## config.mk

```make
export PLATFORM = sky130hd
export DESIGN_NAME = multi_timer_event_scheduler_core
export DESIGN_NICKNAME = d
export VERILOG_FILES = /design/src/sv/mtes_pkg.sv /design/src/sv/mtes_cell.sv /design/src/sv/multi_timer_event_scheduler_core.sv
export SDC_FILE = /design/constraint.sdc
export NUM_CORES = 2
export LEC_CHECK = 0
export BUFFER_PORTS_ARGS = -buffer_cell sky130_fd_sc_hd__buf_2
export CAP_MARGIN = 30
export CELL_PAD_IN_SITES_DETAIL_PLACEMENT = 0
export CELL_PAD_IN_SITES_GLOBAL_PLACEMENT = 1
export CORE_AREA = 10 10 436 268
export DETAILED_ROUTE_END_ITERATION = 6
export DIE_AREA = 0 0 446 278
export HOLD_SLACK_MARGIN = 0.02
export PLACE_DENSITY_LB_ADDON = 0.15
export SLEW_MARGIN = 5
export SYNTH_ARGS = -nofsm -noshare
export SYNTH_HDL_FRONTEND = slang
export SYNTH_SLANG_ARGS = --single-unit
```

## constraint.sdc

```tcl
create_clock -name clk -period 7.6 [get_ports clk]
set_clock_uncertainty 0.05 [all_clocks]
set_input_delay 0.76 -clock clk [delete_from_list [all_inputs] [get_ports clk]]
set_output_delay 0.76 -clock clk [all_outputs]
set_load 0.005 [all_outputs]
```

## src/sv/mtes_pkg.sv

```systemverilog
// shared types and constants for the multi-timer event scheduler
package mtes_pkg;

    localparam logic [2:0] CMD_ARM    = 3'd0;
    localparam logic [2:0] CMD_ADJUST = 3'd1;
    localparam logic [2:0] CMD_ENABLE = 3'd2;
    localparam logic [2:0] CMD_SCAN   = 3'd3;
    localparam logic [2:0] CMD_ADV    = 3'd4;
    localparam logic [2:0] CMD_FEND   = 3'd5;

    localparam logic [1:0] KIND_ACK   = 2'd0;
    localparam logic [1:0] KIND_OLD   = 2'd1;
    localparam logic [1:0] KIND_FIRED = 2'd2;
    localparam logic [1:0] KIND_SLICE = 2'd3;

    localparam logic [19:0] ONE_SECOND     = 20'd1000000;
    localparam logic [19:0] FRAME_LEN_RST  = 20'd16896;
    localparam logic [20:0] OFFSET_MAX     = 21'h1FFFFF;

    typedef struct packed {
        logic [31:0] expiry;
        logic        armed;
        logic [15:0] payload;
    } timer_t;

    typedef struct packed {
        logic shift;
        logic wr;
        logic set_arm;
        logic en_wr;
        logic en_val;
        logic rebase;
    } cell_ctrl_t;

endpackage

```

## src/sv/mtes_cell.sv

```systemverilog
// one timer cell of the rotating timer ring
module mtes_cell
    import mtes_pkg::*;
(
    input  logic        clk,
    input  logic        rst_n,
    input  cell_ctrl_t  ctrl,
    input  logic        sel,
    input  logic [31:0] wr_expiry,
    input  logic [15:0] wr_payload,
    input  timer_t      shift_in,
    output timer_t      timer
);

    timer_t timer_reg;
    timer_t timer_next;

    always_comb
    begin
        timer_next = timer_reg;
        priority if (ctrl.shift)
        begin
            timer_next = shift_in;
        end
        else if (ctrl.wr && sel)
        begin
            timer_next.expiry  = wr_expiry;
            timer_next.payload = wr_payload;
            if (ctrl.set_arm)
            begin
                timer_next.armed = 1'b1;
            end
        end
        else if (ctrl.en_wr && sel)
        begin
            timer_next.armed = ctrl.en_val;
        end
        else if (ctrl.rebase && timer_reg.armed)
        begin
            timer_next.expiry = timer_reg.expiry - 32'(ONE_SECOND);
        end
        else
        begin
            timer_next = timer_reg;
        end
    end

    always_ff @(posedge clk or negedge rst_n)
    begin
        if (!rst_n)
        begin
            timer_reg <= '0;
        end
        else
        begin
            timer_reg <= timer_next;
        end
    end

    assign timer = timer_reg;

endmodule

```

## src/sv/multi_timer_event_scheduler_core.sv

```systemverilog
// top level of the multi-timer event scheduler: command decode, scan control and timer ring
//
// commands arrive on the s_ side: s_tuser carries the command code, s_tdata the
// operands. results leave on the m_ side: m_tuser carries the result kind,
// m_tdata the result fields, m_tlast marks the final result of a command.
// frame_length is written through cfg_we / cfg_wdata; the user must write it only while
// the block is idle, which the block does not enforce. arm, adjust, enable write, advance,
// frame end and unknown commands give one result each, registered, visible the cycle
// after acceptance. a scan rotates the ring of NUM_TIMERS cells one place per cycle while
// the result register is free and checks the timer at the head with one subtract and
// compare; the slice result, m_tlast set, comes after one result per fired timer in
// index order; the ring is back in place.
// one command is in progress at a time: s_tready is low during a scan and
// while an undelivered result cannot be replaced.
// when m_tready is low with a result pending, the result register holds and the scan pauses.
// reset clears all timers (disabled, zero expiry and payload), the base time,
// frame offset and second count, and sets frame_length to 16896.
module multi_timer_event_scheduler_core
    import mtes_pkg::*;
#(
    parameter int NUM_TIMERS = 8
)
(
    input  logic        clk,
    input  logic        rst_n,
    input  logic        s_tvalid,
    output logic        s_tready,
    // timer_sel, duration, payload_in, enable_value, elapsed_us, amount
    input  logic [79:0] s_tdata,
    // cmd
    input  logic [2:0]  s_tuser,
    output logic        m_tvalid,
    input  logic        m_tready,
    // timer_index, fired_payload, old_enable, next_ticks, seconds
    output logic [55:0] m_tdata,
    // kind
    output logic [1:0]  m_tuser,
    output logic        m_tlast,
    input  logic        cfg_we,
    input  logic [19:0] cfg_wdata
);

    localparam int IW = (NUM_TIMERS > 1) ? $clog2(NUM_TIMERS) : 1;

    localparam logic [1:0] ST_IDLE  = 2'd0;
    localparam logic [1:0] ST_SCAN  = 2'd1;
    localparam logic [1:0] ST_SLICE = 2'd2;

    logic [2:0]  in_cmd;
    logic [2:0]  in_sel;
    logic [23:0] in_dur;
    logic [15:0] in_pay;
    logic        in_en;
    logic [15:0] in_el;
    logic [19:0] in_amt;

    assign in_sel = s_tdata[2:0];
    assign in_dur = s_tdata[26:3];
    assign in_pay = s_tdata[42:27];
    assign in_en  = s_tdata[43];
    assign in_el  = s_tdata[59:44];
    assign in_amt = s_tdata[79:60];
    assign in_cmd = s_tuser;

    logic [1:0]    state_reg, state_next;
    logic [IW-1:0] cnt_reg, cnt_next;
    logic [31:0]   t_reg, t_next;
    logic [19:0]   ticks_reg, ticks_next;
    logic [19:0]   base_reg, base_next;
    logic [20:0]   offset_reg, offset_next;
    logic [15:0]   sec_reg, sec_next;
    logic [19:0]   flen_reg, flen_next;

    logic          ov_reg, ov_next;
    logic [1:0]    okind_reg, okind_next;
    logic [2:0]    oidx_reg, oidx_next;
    logic [15:0]   opay_reg, opay_next;
    logic          oold_reg, oold_next;
    logic [19:0]   oticks_reg, oticks_next;
    logic [15:0]   osec_reg, osec_next;
    logic          olast_reg, olast_next;

    cell_ctrl_t        ctrl;
    timer_t            cells [NUM_TIMERS];
    timer_t            head_back;
    logic [NUM_TIMERS-1:0] armed_vec;

    logic [6:0]    sel_mod;
    logic [IW-1:0] sel_idx;
    logic [31:0]   wr_expiry;
    logic          out_free;
    logic          in_fire;
    logic [31:0]   d;
    logic          head_fire;
    logic [6:0]    cnt_wide;
    logic [19:0]   fl;
    logic [20:0]   base_sum;
    logic [21:0]   off_sum;
    logic          wrap;

    // timer select reduced modulo the ring size
    always_comb
    begin
        sel_mod = {4'b0, in_sel};
        for (int k = 0; k < 8; k++)
        begin
            if (sel_mod >= 7'(NUM_TIMERS))
            begin
                sel_mod = sel_mod - 7'(NUM_TIMERS);
            end
        end
    end

    assign sel_idx   = IW'(sel_mod);
    assign cnt_wide  = 7'(cnt_reg);
    assign wr_expiry = 32'(base_reg) + 32'(offset_reg) + 32'(in_el) + 32'(in_dur);

    assign out_free = !ov_reg || m_tready;
    assign s_tready = (state_reg == ST_IDLE) && out_free;
    assign in_fire  = s_tvalid && s_tready;

    // head of the ring is the timer at index cnt_reg during a scan
    assign d         = cells[0].expiry - t_reg;
    assign head_fire = cells[0].armed && ((d == 32'd0) || d[31]);

    always_comb
    begin
        head_back = cells[0];
        if (head_fire)
        begin
            head_back.armed = 1'b0;
        end
    end

    assign fl       = (flen_reg > ONE_SECOND) ? ONE_SECOND : flen_reg;
    assign base_sum = 21'(base_reg) + 21'(fl);
    assign wrap     = base_sum >= 21'(ONE_SECOND);
    assign off_sum  = 22'(offset_reg) + 22'(in_amt);

    always_comb
    begin
        state_next  = state_reg;
        cnt_next    = cnt_reg;
        t_next      = t_reg;
        ticks_next  = ticks_reg;
        base_next   = base_reg;
        offset_next = offset_reg;
        sec_next    = sec_reg;
        flen_next   = flen_reg;
        ov_next     = ov_reg && !m_tready;
        okind_next  = okind_reg;
        oidx_next   = oidx_reg;
        opay_next   = opay_reg;
        oold_next   = oold_reg;
        oticks_next = oticks_reg;
        osec_next   = osec_reg;
        olast_next  = olast_reg;
        ctrl        = '0;
        ctrl.en_val = in_en;

        if (cfg_we)
        begin
            flen_next = cfg_wdata;
        end

        unique case (state_reg)
            ST_IDLE:
            begin
                if (in_fire)
                begin
                    ov_next     = 1'b1;
                    okind_next  = KIND_ACK;
                    oidx_next   = 3'd0;
                    opay_next   = 16'd0;
                    oold_next   = 1'b0;
                    oticks_next = 20'd0;
                    osec_next   = 16'd0;
                    olast_next  = 1'b1;
                    unique case (in_cmd)
                        CMD_ARM, CMD_ADJUST:
                        begin
                            ctrl.wr      = 1'b1;
                            ctrl.set_arm = (in_cmd == CMD_ARM);
                            oidx_next    = sel_mod[2:0];
                        end
                        CMD_ENABLE:
                        begin
                            ctrl.en_wr = 1'b1;
                            okind_next = KIND_OLD;
                            oidx_next  = sel_mod[2:0];
                            oold_next  = armed_vec[sel_idx];
                        end
                        CMD_SCAN:
                        begin
                            ov_next    = 1'b0;
                            t_next     = 32'(base_reg) + 32'(offset_reg);
                            ticks_next = in_amt;
                            cnt_next   = '0;
                            state_next = ST_SCAN;
                        end
                        CMD_ADV:
                        begin
                            offset_next = (off_sum > 22'(OFFSET_MAX)) ? OFFSET_MAX
                                                                       : off_sum[20:0];
                        end
                        CMD_FEND:
                        begin
                            offset_next = 21'd0;
                            if (wrap)
                            begin
                                base_next   = 20'(base_sum - 21'(ONE_SECOND));
                                sec_next    = sec_reg + 16'd1;
                                ctrl.rebase = 1'b1;
                                osec_next   = sec_reg + 16'd1;
                            end
                            else
                            begin
                                base_next = base_sum[19:0];
                                osec_next = sec_reg;
                            end
                        end
                        default:
                        begin
                        end
                    endcase
                end
            end
            ST_SCAN:
            begin
                if (out_free)
                begin
                    ctrl.shift = 1'b1;
                    if (head_fire)
                    begin
                        ov_next     = 1'b1;
                        okind_next  = KIND_FIRED;
                        oidx_next   = cnt_wide[2:0];
                        opay_next   = cells[0].payload;
                        oold_next   = 1'b0;
                        oticks_next = 20'd0;
                        osec_next   = 16'd0;
                        olast_next  = 1'b0;
                    end
                    else if (cells[0].armed && !d[31] && (d < 32'(ticks_reg)))
                    begin
                        ticks_next = d[19:0];
                    end
                    if (cnt_reg == IW'(NUM_TIMERS - 1))
                    begin
                        state_next = ST_SLICE;
                    end
                    else
                    begin
                        cnt_next = cnt_reg + IW'(1);
                    end
                end
            end
            ST_SLICE:
            begin
                if (out_free)
                begin
                    ov_next     = 1'b1;
                    okind_next  = KIND_SLICE;
                    oidx_next   = 3'd0;
                    opay_next   = 16'd0;
                    oold_next   = 1'b0;
                    oticks_next = ticks_reg;
                    osec_next   = 16'd0;
                    olast_next  = 1'b1;
                    state_next  = ST_IDLE;
                end
            end
            default:
            begin
                state_next = ST_IDLE;
            end
        endcase
    end

    always_ff @(posedge clk or negedge rst_n)
    begin
        if (!rst_n)
        begin
            state_reg  <= ST_IDLE;
            cnt_reg    <= '0;
            base_reg   <= 20'd0;
            offset_reg <= 21'd0;
            sec_reg    <= 16'd0;
            flen_reg   <= FRAME_LEN_RST;
            ov_reg     <= 1'b0;
        end
        else
        begin
            state_reg  <= state_next;
            cnt_reg    <= cnt_next;
            base_reg   <= base_next;
            offset_reg <= offset_next;
            sec_reg    <= sec_next;
            flen_reg   <= flen_next;
            ov_reg     <= ov_next;
        end
    end

    always_ff @(posedge clk)
    begin
        t_reg      <= t_next;
        ticks_reg  <= ticks_next;
        okind_reg  <= okind_next;
        oidx_reg   <= oidx_next;
        opay_reg   <= opay_next;
        oold_reg   <= oold_next;
        oticks_reg <= oticks_next;
        osec_reg   <= osec_next;
        olast_reg  <= olast_next;
    end

    // ring of timer cells, each shifting toward index zero
    for (genvar k = 0; k < NUM_TIMERS; k++)
    begin : g_cell
        timer_t shift_src;
        if (k == NUM_TIMERS - 1)
        begin : g_tail
            assign shift_src = head_back;
        end
        else
        begin : g_mid
            assign shift_src = cells[k + 1];
        end

        mtes_cell u_cell (
            .clk        (clk),
            .rst_n      (rst_n),
            .ctrl       (ctrl),
            .sel        (sel_idx == IW'(k)),
            .wr_expiry  (wr_expiry),
            .wr_payload (in_pay),
            .shift_in   (shift_src),
            .timer      (cells[k])
        );

        assign armed_vec[k] = cells[k].armed;
    end

    assign m_tvalid = ov_reg;
    assign m_tuser  = okind_reg;
    assign m_tlast  = olast_reg;
    assign m_tdata  = {osec_reg, oticks_reg, oold_reg, opay_reg, oidx_reg};

endmodule

```

# Word level (Yosys, flattened, before mapping)
# Index checks and enable logic that the tools add are counted.
totals:
  ff_bits: 586
  in_bits: 108
  out_inout_bits: 61
  elab_cells: 311
op_classes:
  addsub: 17
  n_lt_le_gt_ge: 5
  n_eq_ne: 40
  muxes: 118
  n_reduce_logical: 91
ops:
  columns: ["operator", "count"]
  rows:
  - ["2-to-1 mux 49 bit", 16]
  - ["2-to-1 mux 32 bit", 16]
  - ["subtractor 32 x 20 -> 32 bit, second input constant", 8]
  - ["2-to-1 mux 20 bit", 11]
  - ["2-to-1 mux 16 bit", 9]
  - ["case mux 16 bit (3 select lines)", 2]
  - ["case mux 20 bit (3 select lines)", 1]
  - ["nonzero test 3 bit", 17]
  - ["case mux 21 bit (2 select lines)", 1]
  - ["case mux 20 bit (2 select lines)", 1]
  - ["2-to-1 mux 3 bit", 11]
  - ["adder 32 x 16 -> 32 bit", 1]
  - ["adder 32 x 24 -> 32 bit", 1]
  - ["zero test 32 bit", 1]
  - ["less-than comparator 32 x 20 -> 1 bit", 1]
  - ["AND reduction 2 bit", 16]
  - ["subtractor 32 bit", 1]
  - ["2-to-1 mux 1 bit", 31]
  - ["logical AND 1 bit", 30]
  - ["!= test 3 x 2 -> 1 bit, second input constant", 8]
  - ["!= test 3 bit, second input constant", 8]
  - ["adder 20 x 21 -> 22 bit", 1]
  - ["adder 21 x 20 -> 22 bit", 1]
  - ["greater-than comparator 22 x 21 -> 1 bit, second input constant", 1]
  - ["31 further kinds", 77]

# Depth between registers and ports, before layout
logic_depth:
  word_depth: 13
  mapped_depth: 23

# Modules after synthesis
# From an unflattened synthesis, not the netlist that was laid out.
hier_totals:
  cells_unflattened: 4364
  hier_area_um2: 38762.2
modules_own_cells:
  columns: ["module", "n_inst", "cells_each", "area_per_inst_um2"]
  rows:
  - ["mtes_cell (g_cell[0].u_cell ...)", 7, 353, 3015.4]
  - ["multi_timer_event_scheduler_core", 1, 1546, 14601.5]
  - ["mtes_cell (g_cell[1].u_cell)", 1, 347, 3052.9]

# Worst setup path before layout
# No wires, ideal clock.
synth_path:
  path_type: "register to register"
  startpoint: "reg g_cell[0].u_cell.timer_reg (netlist bit g_cell[0].u_cell.timer[17])"
  endpoint: "reg olast_reg (netlist: m_tlast), enable pin"
  setup_ns: 0.511
  t_arrival_ns: 6.200
  t_required_ns: 7.039
  slack_ns: 0.839
  stages_incl_launch_ff: 15
  path_buffers: 0
  path_cell_list: "dfrtp_1 > inv_1 > ha_1 > inv_1 > fa_1 > a211o_1 > nand4_1 > a21boi_0 > o311ai_1 > nand2_1 > a221o_1 > a211o_1 > a2111oi_0 > nand3_1 > a31oi_1"
synth_via:
  elab_chain_len: 6
synth_rtl:
  columns: ["item", "line", "source"]
  rows:
  - ["from (decl)", "mtes_cell.sv:15", "timer_t timer_reg;"]
  - ["from (signal assigned)", "mtes_cell.sv:56", "timer_reg <= timer_next;"]
  - ["subtractor 32 bit *", "multi_timer_event_scheduler_core.sv:123", "assign d = cells[0].expiry - t_reg;"]
  - ["zero test 32 bit", "multi_timer_event_scheduler_core.sv:124", "assign head_fire = cells[0].armed && ((d == 32'd0) || d[31]);"]
  - ["logical OR 1 bit *", "multi_timer_event_scheduler_core.sv:124", null]
  - ["logical AND 1 bit *", "multi_timer_event_scheduler_core.sv:124", null]
  - ["!= test 2 bit (no source line) *", null, null]
  - ["AND reduction 5 bit (no source line) *", null, null]
  - ["to (signal assigned)", "multi_timer_event_scheduler_core.sv:314", "olast_reg <= olast_next;"]
  - ["to (decl)", "multi_timer_event_scheduler_core.sv:81", "logic olast_reg, olast_next;"]
# Mark *: on every way between the ends. The rest lies on a longest branch, timed or not.
# A chain may end at the register's enable or synchronous reset.

# Worst setup path in the final report
layout_path:
  startpoint: "reg base_reg[0]"
  endpoint: "reg g_cell[4].u_cell.timer_reg (netlist bit g_cell[4].u_cell.timer[40])"
layout_via:
  elab_chain_len: 9
  word_cells_on_any_way: 14
  classes_between: "add/sub (4); order compare (1); mux (6); reduce/logical (3)"
layout_rtl:
  columns: ["item", "line", "source"]
  rows:
  - ["from (decl)", "multi_timer_event_scheduler_core.sv:69", "logic [19:0] base_reg, base_next;"]
  - ["from (signal assigned)", "multi_timer_event_scheduler_core.sv:296", "base_reg <= base_next;"]
  - ["branches (longest 9 deep; another with adder 32 x 16 -> 32 bit)", null, null]
  - ["to (signal assigned)", "mtes_cell.sv:56", null]
  - ["to (decl)", "mtes_cell.sv:15", null]
# Several ways; the timed one is not identified. The select of a mux whose other input is x is not followed.

==> flow_metrics.tcl <==
set metrics [dict create \
    worst_path_most_repeated_cell "a21oi_1" \
    fin_nets 4714 \
    slowest_delay_ns 0.78 \
    rows 94 \
    wl_mm 139 \
    total_power_mw 23.2 \
    synth_flop_cell "dfrtp_1" \
    vias 33500 \
    status "complete, no violations" \
    dieHeight_um 278 \
    crit_type "reg2reg" \
    chipWidth_um 446 \
    crit_path_start_kind "flip-flop" \
    crit_slowest_cell "o311ai_1" \
    synth_area_per_cell_um2 8.62 \
    cts_hold_buf 0 \
    cp_num_buf_inv 1 \
    cap_viol_max_count 0 \
    yosys_warnings 0 \
    dr.pass1.iters 5 \
    antenna_found_initial 9 \
    dp_hpwl_mm 99.2 \
    reg2reg_slack_ns 0.78 \
    hold_slack_ns 0.0803 \
    yosysTopAreaCell "dfrtp_1" \
    slew_viol_final 0 \
    rsz0062_at_grt "no" \
    ys_top_cells_by_area "dfrtp_1, edfxtp_1, nand2_1" \
    postCtsResizedCells 0 \
    rr_endpoint "g_cell[4].u_cell.timer[40]" \
    required_ns 8.14 \
    finalCritPeriodShare_pct 89.8 \
    grt_overflow 0 \
    crit_chain "ha_1 > fa_1 > a21o_1 > a21oi_1 > o21bai_1 > a31oi_1 > o21ai_0 > nor2_1 > fa_1 > ha_1 > a21o_1 > a21oi_1 > o21ai_0 > a2111oi_0 > buf_4 > nor3b_1 > o21a_1 > o311ai_1 > nor2_1 > a21oi_1 > mux2_4" \
    timing.rr.start "base_reg[0]" \
    cp-end-kind "flip-flop" \
    critPathLaunch "base_reg[0]" \
    largest_reg_flops 392 \
    grt_pass1_vias 31400 \
    die_area_um2 124000 \
    portBuffers 168 \
    viasPerCell 5.65 \
    setup_tns_ns 0 \
    synthArstFlopShare_pct 82.5 \
    synth_seq_area_share_pct 39.4 \
    final_area_um2 42500 \
    netlist_area_um2 37900 \
    cp_top_family "compound AO/OA/AOI/OAI gates" \
    grt_pass1_wl_mm 210 \
    clk_latency_ns 0.68 \
    irDropWorstVdd_uv 451 \
    p_leak_nw 17.8 \
    grt_max_degree 194 \
    cts_tree "yes" \
    cp_max_fo 6 \
    synthCells 4392 \
    max_freq_ghz 0.147 \
    power.density_nw_per_um2 545 \
    post_dp_cell_area_um2 40200 \
    ys_ff_latch 576 \
    syn_nets 4667 \
    setup_viol 0 \
    area_growth_pct 12.3 \
    cts_root_buffer "clkbuf_16" \
    finalHoldViolCount 0 \
    post-cts-setup-buffers 0 \
    wl_per_cell_um 23.5 \
    clk_pin_slew_worst_paths_ns 0.06 \
    final_common_cell "nand2_1" \
    setup_ws_ns 0.775 \
    track_usage_pct 21.9 \
    clkSinkCount 576 \
    worst_pin_slew_ns 1.05 \
    maxSlewHeadroom_pct 29.6 \
    cts_buffers 67 \
    cts_buffer_depth 3 \
    synthDominantCellAreaShare_pct 31.3 \
    min_period_ns 6.82 \
    drive_gt1_share_pct 13.0 \
    reg2reg_depth 21 \
    io_pins 169 \
    ys_types 95 \
    worst_hold_path_type "in2async" \
    h-tree-depth 3 \
    core-area_um2 109000 \
    place_ws_ns 0.863 \
    synth_edf_count 101 \
    drtAntennaViolNets 0 \
    arrival_ns 7.36 \
    drc 0 \
    layout_common_cells "nand2_1, dfrtp_1, nor2_1, o21ai_0, a21oi_1" \
    gp_congestion 0.858 \
    drt_iter0_markers 3467 \
    start_util_pct 34.8 \
]
## report_power, final
group / total, mW / internal (mW) / switching (mW)
clock: 3.49 / 1.98 / 1.51
sequential: 6.03 / 4.55 / 1.48
combinational: 13.7 / 5.04 / 8.63
## Yosys cell counts (all sizes together), types with 14 or more instances
| cell | instances |
|---|---|
| o22ai | 34 |
| o21a | 20 |
| nor2 | 468 |
| a22oi | 31 |
| or3 | 46 |
| o31ai | 45 |
| a21o | 49 |
| mux2 | 146 |
| inv | 126 |
| o21ai | 296 |
| and3 | 38 |
| nand4 | 28 |
| nor2b | 29 |
| a31oi | 187 |
| o211ai | 41 |
| a21oi | 280 |
| nand2 | 660 |
| nand2b | 36 |
| nand3 | 85 |
| o21bai | 14 |
| xor2 | 76 |
| nor4 | 53 |
| clkbuf | 212 |
| a211oi | 43 |
| mux2i | 22 |
| a32oi | 14 |
| or2 | 15 |
| nor3 | 88 |
| and2 | 66 |
| edfxtp | 101 |
| o311ai | 14 |
| or4 | 22 |
| buf | 62 |
| ha | 146 |
| dfrtp | 473 |
| xnor2 | 134 |
| fa | 21 |
## worst reg2reg max path, cell delays in order (launching register included)
cell	delay, ns
dfrtp_1	0.50
ha_1	0.29
fa_1	0.40
a21o_1	0.18
a21oi_1	0.25
o21bai_1	0.13
a31oi_1	0.42
o21ai_0	0.24
nor2_1	0.29
fa_1	0.47
ha_1	0.39
a21o_1	0.18
a21oi_1	0.19
o21ai_0	0.16
a2111oi_0	0.45
buf_4	0.21
nor3b_1	0.09
o21a_1	0.24
o311ai_1	0.78
nor2_1	0.43
a21oi_1	0.25
mux2_4	0.16
## logic make-up after synthesis
family                     count (synthesis)  synth area share (%)
and+or+nand+nor                         1678                  20.1
AOI/OAI and AO/OA                       1191                  20.0
DFF                                      576                  39.4
buffers and inverters                    400                  4.36
xor gates and xnor gates                 210                  4.91
muxes                                    170                  5.30
adders and majority gates                167                  5.93
## metrics by stage
| step | util, % | instances |
|---|---|---|
| after detailed placement | 36.9 | 5804 |
| after floorplan | - | 4392 |
| after global routing | 39.1 | 5935 |
| after global placement | 36.9 | 5797 |
| final | 39.1 | 5937 |
| after CTS | 39.0 | 5927 |
## layer usage
| layer | GRT usage [%] | share of wire, % | vias up |
|---|---|---|---|
| li1 | - | - | 15900 |
| met1 | 35.3 | 52 | 16500 |
| met2 | 28.3 | 38 | 1058 |
| met3 | 5.58 | 8.2 | 136 |
| met4 | 4.10 | 1.7 | 2 |
| met5 | 0 | 0.0093 | - |
## worst max path at each step
| stage | endpoint | cells after the start | slack, ns |
|---|---|---|---|
| after CTS | g_cell[4].u_cell.timer[40] | 21 | 0.79 |
| after floorplan | m_tlast | 14 | 0.84 |
| after global placement | g_cell[7].u_cell.timer[40] | 21 | 0.75 |
| final | g_cell[4].u_cell.timer[40] | 21 | 0.78 |
| after global routing | g_cell[5].u_cell.timer[40] | 22 | 0.31 |
| after detailed placement | g_cell[4].u_cell.timer[40] | 21 | 0.86 |
## layout make-up
type,count,area (um2)
fill,11000,66300
clock buffer,101,1970
sequential,576,14900
tap,1440,1800
timing repair buffer,252,1560
multi-input combinational,3416,21500
clock inverter,22,324
antenna,4,10.0
inverter,126,473
(Power assumes the default switching activity.)
